`src/rtl/core/kce_pkg.sv`:
```
// Shared widths, register indexes and defaults of the k-combination enumerator.
package kce_pkg;

   localparam int MAX_ELEMENTS_DEF = 64;

   localparam int ELEM_W    = 6;
   localparam int CFG_W     = 7;
   localparam int CSR_IDX_W = 2;

   localparam logic [CSR_IDX_W-1:0] REG_SET_SIZE    = CSR_IDX_W'(0);
   localparam logic [CSR_IDX_W-1:0] REG_SUBSET_SIZE = CSR_IDX_W'(1);

   localparam logic [CFG_W-1:0] SET_SIZE_RST    = CFG_W'(64);
   localparam logic [CFG_W-1:0] SUBSET_SIZE_RST = CFG_W'(1);

endpackage

```
`src/rtl/core/kce_if.sv`:
```
// Valid/ready channel interfaces for requests, results and register writes.
interface kce_req_if import kce_pkg::*; ();
   logic valid;
   logic ready;
   logic restart;

   modport source (output valid, output restart, input ready);
   modport sink   (input valid, input restart, output ready);
endinterface

interface kce_rsp_if import kce_pkg::*; ();
   logic              valid;
   logic              ready;
   logic [ELEM_W-1:0] element;
   logic              last_of_subset;
   logic              exhausted;

   modport source (output valid, output element, output last_of_subset, output exhausted,
                   input ready);
   modport sink   (input valid, input element, input last_of_subset, input exhausted,
                   output ready);
endinterface

interface kce_csr_if import kce_pkg::*; ();
   logic                 valid;
   logic                 ready;
   logic [CSR_IDX_W-1:0] index;
   logic [CFG_W-1:0]     data;

   modport source (output valid, output index, output data, input ready);
   modport sink   (input valid, input index, input data, output ready);
endinterface

```
`src/rtl/core/k_combination_enumerator_unit.sv`:
```
// Lexicographic k-combination enumerator built around one subset memory.
// A request's first result passes through the read stage and the result register
// before it appears on the result port.
// Results leave at one per cycle while the result port is ready, then the memory
// is refilled from the pivot position up to position k-1, one write per refilled
// position through the single memory write port; no new request is taken until then.
// Reset is synchronous; afterwards a restart request is needed before any subset.
module k_combination_enumerator_unit import kce_pkg::*; #(
   parameter int MAX_ELEMENTS = MAX_ELEMENTS_DEF
) (
   input  logic       clock,
   input  logic       reset,
   kce_req_if.sink    req_bus,
   kce_rsp_if.source  rsp_bus,
   kce_csr_if.sink    csr_bus
);

   localparam int AW = (MAX_ELEMENTS > 1) ? $clog2(MAX_ELEMENTS) : 1;
   localparam logic [CFG_W-1:0] MAX_N = CFG_W'(MAX_ELEMENTS);

   localparam logic [2:0] ST_IDLE  = 3'd0;
   localparam logic [2:0] ST_EMIT  = 3'd1;
   localparam logic [2:0] ST_EXH   = 3'd2;
   localparam logic [2:0] ST_DRAIN = 3'd3;
   localparam logic [2:0] ST_FILL  = 3'd4;

   logic [ELEM_W-1:0] mem [MAX_ELEMENTS];
   logic [ELEM_W-1:0] rd_data_ff;

   logic [2:0]       state_ff;
   logic [CFG_W-1:0] set_size_ff;
   logic [CFG_W-1:0] subset_size_ff;
   logic             done_ff;
   logic             rewind_ff;
   logic [AW-1:0]    iss_ff;

   logic             s1_valid_ff;
   logic [AW-1:0]    s1_idx_ff;
   logic             s1_rewind_ff;
   logic             s1_last_ff;
   logic             s1_exh_ff;

   logic              piv_found_ff;
   logic [AW-1:0]     piv_idx_ff;
   logic [ELEM_W-1:0] piv_val_ff;
   logic [AW-1:0]     fill_addr_ff;
   logic [ELEM_W-1:0] fill_val_ff;

   logic              rsp_valid_ff;
   logic [ELEM_W-1:0] rsp_element_ff;
   logic              rsp_last_ff;
   logic              rsp_exh_ff;

   logic [CFG_W-1:0]  n_eff;
   logic              k_ok;
   logic [AW-1:0]     k_m1;
   logic              req_xfer;
   logic              out_load;
   logic              s1_free;
   logic              issue;
   logic [ELEM_W-1:0] s1_elem;
   logic [CFG_W-1:0]  grow_limit;
   logic              mem_we;
   logic [AW-1:0]     mem_waddr;
   logic [ELEM_W-1:0] mem_wdata;

   assign n_eff = (set_size_ff > MAX_N) ? MAX_N : set_size_ff;
   assign k_ok  = (subset_size_ff != '0) && (subset_size_ff <= n_eff);
   assign k_m1  = AW'(subset_size_ff - CFG_W'(1));

   assign req_bus.ready = (state_ff == ST_IDLE);
   assign req_xfer      = req_bus.valid && req_bus.ready;
   assign csr_bus.ready = 1'b1;

   assign out_load = s1_valid_ff && (!rsp_valid_ff || rsp_bus.ready);
   assign s1_free  = !s1_valid_ff || out_load;
   assign issue    = (state_ff == ST_EMIT) && s1_free;

   // After a restart the subset is 0..k-1, so the value is the position itself.
   assign s1_elem    = s1_rewind_ff ? ELEM_W'(s1_idx_ff) : rd_data_ff;
   // A position can still grow while its value is below n-k plus its position.
   assign grow_limit = n_eff - subset_size_ff + CFG_W'(s1_idx_ff);

   assign mem_we    = (issue && rewind_ff) || (state_ff == ST_FILL);
   assign mem_waddr = (state_ff == ST_FILL) ? fill_addr_ff : iss_ff;
   assign mem_wdata = (state_ff == ST_FILL) ? fill_val_ff : ELEM_W'(iss_ff);

   always_ff @(posedge clock) begin
      if (mem_we) begin
         mem[mem_waddr] <= mem_wdata;
      end
      if (issue) begin
         rd_data_ff <= mem[iss_ff];
      end
   end

   always_ff @(posedge clock) begin
      if (reset) begin
         state_ff       <= ST_IDLE;
         set_size_ff    <= SET_SIZE_RST;
         subset_size_ff <= SUBSET_SIZE_RST;
         done_ff        <= 1'b1;
         rewind_ff      <= 1'b0;
         iss_ff         <= '0;
         s1_valid_ff    <= 1'b0;
         piv_found_ff   <= 1'b0;
      end else begin
         if (csr_bus.valid && csr_bus.ready) begin
            if (csr_bus.index == REG_SET_SIZE) begin
               set_size_ff <= csr_bus.data;
               done_ff     <= 1'b1;
            end else if (csr_bus.index == REG_SUBSET_SIZE) begin
               subset_size_ff <= csr_bus.data;
               done_ff        <= 1'b1;
            end
         end

         if (out_load) begin
            s1_valid_ff <= 1'b0;
            if (!s1_exh_ff && ({1'b0, s1_elem} < grow_limit)) begin
               piv_found_ff <= 1'b1;
               piv_idx_ff   <= s1_idx_ff;
               piv_val_ff   <= s1_elem;
            end
         end

         case (state_ff)
            ST_IDLE: begin
               if (req_xfer) begin
                  piv_found_ff <= 1'b0;
                  if (!k_ok || (!req_bus.restart && done_ff)) begin
                     done_ff  <= 1'b1;
                     state_ff <= ST_EXH;
                  end else begin
                     done_ff   <= 1'b0;
                     rewind_ff <= req_bus.restart;
                     iss_ff    <= '0;
                     state_ff  <= ST_EMIT;
                  end
               end
            end
            ST_EMIT: begin
               if (issue) begin
                  s1_valid_ff  <= 1'b1;
                  s1_idx_ff    <= iss_ff;
                  s1_rewind_ff <= rewind_ff;
                  s1_last_ff   <= (iss_ff == k_m1);
                  s1_exh_ff    <= 1'b0;
                  if (iss_ff == k_m1) begin
                     state_ff <= ST_DRAIN;
                  end else begin
                     iss_ff <= iss_ff + AW'(1);
                  end
               end
            end
            ST_EXH: begin
               if (s1_free) begin
                  s1_valid_ff  <= 1'b1;
                  s1_idx_ff    <= '0;
                  s1_rewind_ff <= 1'b1;
                  s1_last_ff   <= 1'b1;
                  s1_exh_ff    <= 1'b1;
                  state_ff     <= ST_IDLE;
               end
            end
            ST_DRAIN: begin
               // The pivot is final once the last element has left the read stage.
               if (!s1_valid_ff) begin
                  if (piv_found_ff) begin
                     fill_addr_ff <= piv_idx_ff;
                     fill_val_ff  <= piv_val_ff + ELEM_W'(1);
                     state_ff     <= ST_FILL;
                  end else begin
                     done_ff  <= 1'b1;
                     state_ff <= ST_IDLE;
                  end
               end
            end
            ST_FILL: begin
               if (fill_addr_ff == k_m1) begin
                  state_ff <= ST_IDLE;
               end else begin
                  fill_addr_ff <= fill_addr_ff + AW'(1);
                  fill_val_ff  <= fill_val_ff + ELEM_W'(1);
               end
            end
            default: begin
               state_ff <= ST_IDLE;
            end
         endcase
      end
   end

   always_ff @(posedge clock) begin
      if (reset) begin
         rsp_valid_ff <= 1'b0;
      end else if (out_load) begin
         rsp_valid_ff <= 1'b1;
      end else if (rsp_bus.ready) begin
         rsp_valid_ff <= 1'b0;
      end
   end

   always_ff @(posedge clock) begin
      if (out_load) begin
         rsp_element_ff <= s1_elem;
         rsp_last_ff    <= s1_last_ff;
         rsp_exh_ff     <= s1_exh_ff;
      end
   end

   assign rsp_bus.valid          = rsp_valid_ff;
   assign rsp_bus.element        = rsp_element_ff;
   assign rsp_bus.last_of_subset = rsp_last_ff;
   assign rsp_bus.exhausted      = rsp_exh_ff;

endmodule

```
`src/flat_wrapper.sv`:
```
// flat-port wrapper written by rule: the top's interface ports become plain ports
module k_combination_enumerator_unit_flat import kce_pkg::*;
#(
   parameter int MAX_ELEMENTS = MAX_ELEMENTS_DEF
)
  (clock, reset, req_bus_valid, req_bus_restart, req_bus_ready, rsp_bus_valid, rsp_bus_element, rsp_bus_last_of_subset, rsp_bus_exhausted, rsp_bus_ready, csr_bus_valid, csr_bus_index, csr_bus_data, csr_bus_ready);
  kce_req_if req_bus_i ();
  kce_rsp_if rsp_bus_i ();
  kce_csr_if csr_bus_i ();
  input  logic clock;
  input  logic reset;
  input wire logic [$bits(req_bus_i.valid)-1:0] req_bus_valid;
  input wire logic [$bits(req_bus_i.restart)-1:0] req_bus_restart;
  output wire logic [$bits(req_bus_i.ready)-1:0] req_bus_ready;
  output wire logic [$bits(rsp_bus_i.valid)-1:0] rsp_bus_valid;
  output wire logic [$bits(rsp_bus_i.element)-1:0] rsp_bus_element;
  output wire logic [$bits(rsp_bus_i.last_of_subset)-1:0] rsp_bus_last_of_subset;
  output wire logic [$bits(rsp_bus_i.exhausted)-1:0] rsp_bus_exhausted;
  input wire logic [$bits(rsp_bus_i.ready)-1:0] rsp_bus_ready;
  input wire logic [$bits(csr_bus_i.valid)-1:0] csr_bus_valid;
  input wire logic [$bits(csr_bus_i.index)-1:0] csr_bus_index;
  input wire logic [$bits(csr_bus_i.data)-1:0] csr_bus_data;
  output wire logic [$bits(csr_bus_i.ready)-1:0] csr_bus_ready;
  assign req_bus_i.valid = req_bus_valid;
  assign req_bus_i.restart = req_bus_restart;
  assign req_bus_ready = req_bus_i.ready;
  assign rsp_bus_valid = rsp_bus_i.valid;
  assign rsp_bus_element = rsp_bus_i.element;
  assign rsp_bus_last_of_subset = rsp_bus_i.last_of_subset;
  assign rsp_bus_exhausted = rsp_bus_i.exhausted;
  assign rsp_bus_i.ready = rsp_bus_ready;
  assign csr_bus_i.valid = csr_bus_valid;
  assign csr_bus_i.index = csr_bus_index;
  assign csr_bus_i.data = csr_bus_data;
  assign csr_bus_ready = csr_bus_i.ready;
  k_combination_enumerator_unit #(.MAX_ELEMENTS(MAX_ELEMENTS)) u_core (.clock(clock), .reset(reset), .req_bus(req_bus_i), .rsp_bus(rsp_bus_i), .csr_bus(csr_bus_i));
endmodule
```
`config.mk`:
```
export PLATFORM = sky130hd
export DESIGN_NAME = k_combination_enumerator_unit_flat
export DESIGN_NICKNAME = d
export VERILOG_FILES = /design/src/rtl/core/kce_pkg.sv /design/src/rtl/core/kce_if.sv /design/src/rtl/core/k_combination_enumerator_unit.sv /design/src/flat_wrapper.sv
export SDC_FILE = /design/constraint.sdc
export NUM_CORES = 1
export LEC_CHECK = 0
export BUFFER_PORTS_ARGS = -buffer_cell sky130_fd_sc_hd__buf_2
export CORE_MARGIN = 2
export CORE_UTILIZATION = 56
export CTS_BUF_LIST = sky130_fd_sc_hd__clkbuf_2 sky130_fd_sc_hd__clkbuf_4 sky130_fd_sc_hd__clkbuf_8
export DETAILED_ROUTE_END_ITERATION = 8
export PLACE_DENSITY = 0.72
export SYNTH_ARGS = -nofsm -noshare
export SYNTH_HDL_FRONTEND = slang
export SYNTH_SLANG_ARGS = --single-unit
```
`constraint.sdc`:
```
create_clock -name clock -period 9.04 [get_ports clock]
set_input_delay 1.808 -clock clock [delete_from_list [all_inputs] [get_ports clock]]
set_output_delay 1.808 -clock clock [all_outputs]
set_load 0.02 [all_outputs]
```
==> results by group <==
Run status
  • Run status: completed

STA
  • Tcrit/Tclk final: 43.4%
  • Setup TNS: 0 ps
  • Hold Worst Slack: 465 ps
  • Pins Over Slew Limit: 0
  • Final Setup Violations: 0
  • Max Fclk: 0.255 GHz
  • Clk_skew: 33.9 ps
  • Final Hold Viols: 0
  • Worst relative slew slack: 26.1%
  • Setup WS post-layout: 5110 ps
  • Worst-Margin Slew: 1110 ps
  • RSZ-0062 raised after global routing: no
  • Shortest period the worst path allows: 3930 ps

Synthesis
  • Primary FF master, synth: edfxtp_1
  • Register area share after synthesis: 70.0%
  • Synth Register Bits: 459
  • Cell variety after synth: 65
  • Warnings from Yosys: 0
  • Syn_nets: 1145
  • Cells after synthesis: 1096
  • Number of synthesized flops with an enable pin: 431
  • Async set or reset register ratio after synthesis: 0%
  • Avg Cell Area, Syn: 17.6 um^2
  • Cell Area, Synth: 19300 um^2

CTS
  • Post-cts sizing count: 0
  • Root Buffer: clkbuf_8
  • Num CTS Buffers: 72
  • CTS tree: yes
  • H-tree Lvls: 3
  • Maximum clock path buffer count: 3
  • Clock sink count: 459
  • Hold_buf cts: 0
  • Post-CTS setup buffer count: 0
  • Clk_lat worst skew: 610 ps
  • Clock-pin slew on the worst setup and hold paths: 70 ps

Hold path
  • WHS Endpoint: u_core.rsp_bus.last_of_subset
  • Hold path cells: 0
  • Hold WC Path Type: flip-flop to flip-flop
  • Worst Hold Launch: u_core.s1_last_ff

Final layout
  • Filler cells: 2361
  • Final core utilization: 62.8%
  • Leading cell type in the layout, fill and taps excluded: edfxtp_1
  • # diodes: 0
  • Design area: 21200 um^2
  • P&R area growth vs syn: 9.83%
  • Layout cells sized above 1: 24.4%
  • Final nets: 1196
  • Final Non-Filler Cells: 1648
  • Most frequent cells in the layout: 431 x edfxtp_1, 120 x mux4_2, 90 x nor2_1, 78 x nand2_1, 72 x clkbuf_8

Die
  • Die Span Y: 190 um
  • Initial Util: 57.2%
  • # IOs: 26
  • Die ar.: 35900 um^2
  • Core area: 33700 um^2
  • Die W: 190 um
  • # rows: 67

Global route
  • Initial antenna violation count: 0
  • GRT met3 Usage: 4.37%
  • GRT overflow: 0
  • Gr busiest metal: met2
  • Number of global-route vias before repair: 10200
  • Met1 GRT Util: 34.7%
  • First-pass GRT wire length: 62900 um
  • GRT Total Usage: 23.7%
  • GRT met2 Usage: 36.8%
  • Largest net degree at the start of global routing: 65

Worst setup path
  • R2r worst-path depth: 5
  • R2r endpoint: u_core.mem[27][0]
  • Worst R2R Start: u_core.iss_ff[1]
  • R2R Setup Slk: 5110 ps
  • CP arrival: 4170 ps
  • Critical path startpoint category: flip-flop
  • WS Path Type: flip-flop to flip-flop
  • Maximum fanout along the worst path: 60
  • Critical Path Sink Type: flip-flop
  • Critical path data required time: 9280 ps

Power
  • Peak VDD IR: 0.0881 mV
  • Overall Power: 4.30 mW
  • P_leak: 6.89 nW
  • Power Density: 203 nW/um^2

Drt
  • WL per Instance: 25.0 um
  • Routed Antenna Nets: 0
  • WL final: 41200 um
  • 1st-pass router iterations: 7
  • Vias per cell: 6.17
  • Vias: 10200
  • # DRC: 0
  • Initial DRC Count: 1073

Placed design
  • Pre-CTS setup slack: 4920 ps
  • Post-DP HPWL: 25800 um
  • Port bufs: 24
  • Placed cells: 1521
  • Post-placement cell area: 19800 um^2
  • Gpl congestion: 0.823

Run
  • Max-Cap Viols: 0
power by group:
| part | switching, mW | total, mW | internal, mW |
|---|---|---|---|
| Clock | 0.798 | 1.65 | 0.856 |
| Sequential | 0.0293 | 2.36 | 2.34 |
| Combinational | 0.156 | 0.282 | 0.126 |
metal layers:
metal / vias to the layer above / wire (um)
met5: - / 0
met4: 0 / 1040
met3: 78 / 3040
met2: 463 / 19700
met1: 5227 / 17400
li1: 4392 / -
worst max-delay path: stages, from the launching register on:
cell     delay, ps
dfxtp_4        790
buf_4          760
nand2_1        100
o21ai_0        700
nand3_1        560
nor2_1         580
cell families after synthesis:
logic type	count (synthesis)	synth area share, %
buffers and inverters	95	2.09
multiplexers	135	14.8
AO/OA/AOI/OAI	84	3.10
AND/OR/NAND/NOR	256	6.02
flip-flops	459	70.0
other	1	0.0195
adder cells (fa/ha/maj)	35	2.49
XOR/XNOR	31	1.41
how the worst max path moves through the flow:
stage,slack [ps],cells after the start,to,startpoint
after floorplan,4900,5,u_core.mem[0][2],u_core.state_ff[2]
after global placement,5010,7,u_core.mem[21][1],rsp_bus_ready
after detailed placement,4920,7,u_core.mem[7][2],rsp_bus_ready
after CTS,5150,16,u_core.piv_val_ff[0],u_core.set_size_ff[6]
after global routing,4850,16,u_core.piv_idx_ff[1],u_core.set_size_ff[6]
final,5110,5,u_core.mem[27][0],u_core.iss_ff[1]
synthesized netlist by cell type, drive strengths merged (10+ instances only):
cell type | n | area share, %
edfxtp | 431 | 67
mux4 | 120 | 14
nor2 | 90 | 1.8
nand2 | 83 | 1.6
inv | 38 | 0.74
clkbuf | 32 | 0.64
nand3 | 29 | 0.75
dfxtp | 28 | 2.9
ha | 28 | 1.8
buf | 25 | 0.71
a21oi | 20 | 0.58
xnor2 | 19 | 0.86
a22oi | 12 | 0.47
nor2b | 12 | 0.39
xor2 | 12 | 0.55
nor3 | 10 | 0.31
o21ai | 10 | 0.26
layout make-up:
class,count,area [um^2],share of cell area [%]
inverter,38,143,0.674
tap,448,561,2.65
multi-input combinational,542,5420,25.6
clock buffer,90,1130,5.32
sequential,459,13500,63.8
clock inverter,37,218,1.03
timing repair buffer,34,195,0.922
sequential cells by signal (all words and copies together), names as in the netlist, 3 cells and up:
register                cells
u_core.piv_val_ff           6
u_core.rd_data_ff           6
u_core.state_ff             3
u_core.iss_ff               6
u_core.rsp_bus.element      6
u_core.mem                384
u_core.piv_idx_ff           6
u_core.subset_size_ff       7
u_core.fill_addr_ff         6
u_core.set_size_ff          7
u_core.s1_idx_ff            6
u_core.fill_val_ff          6
(Power assumes the default switching activity.)
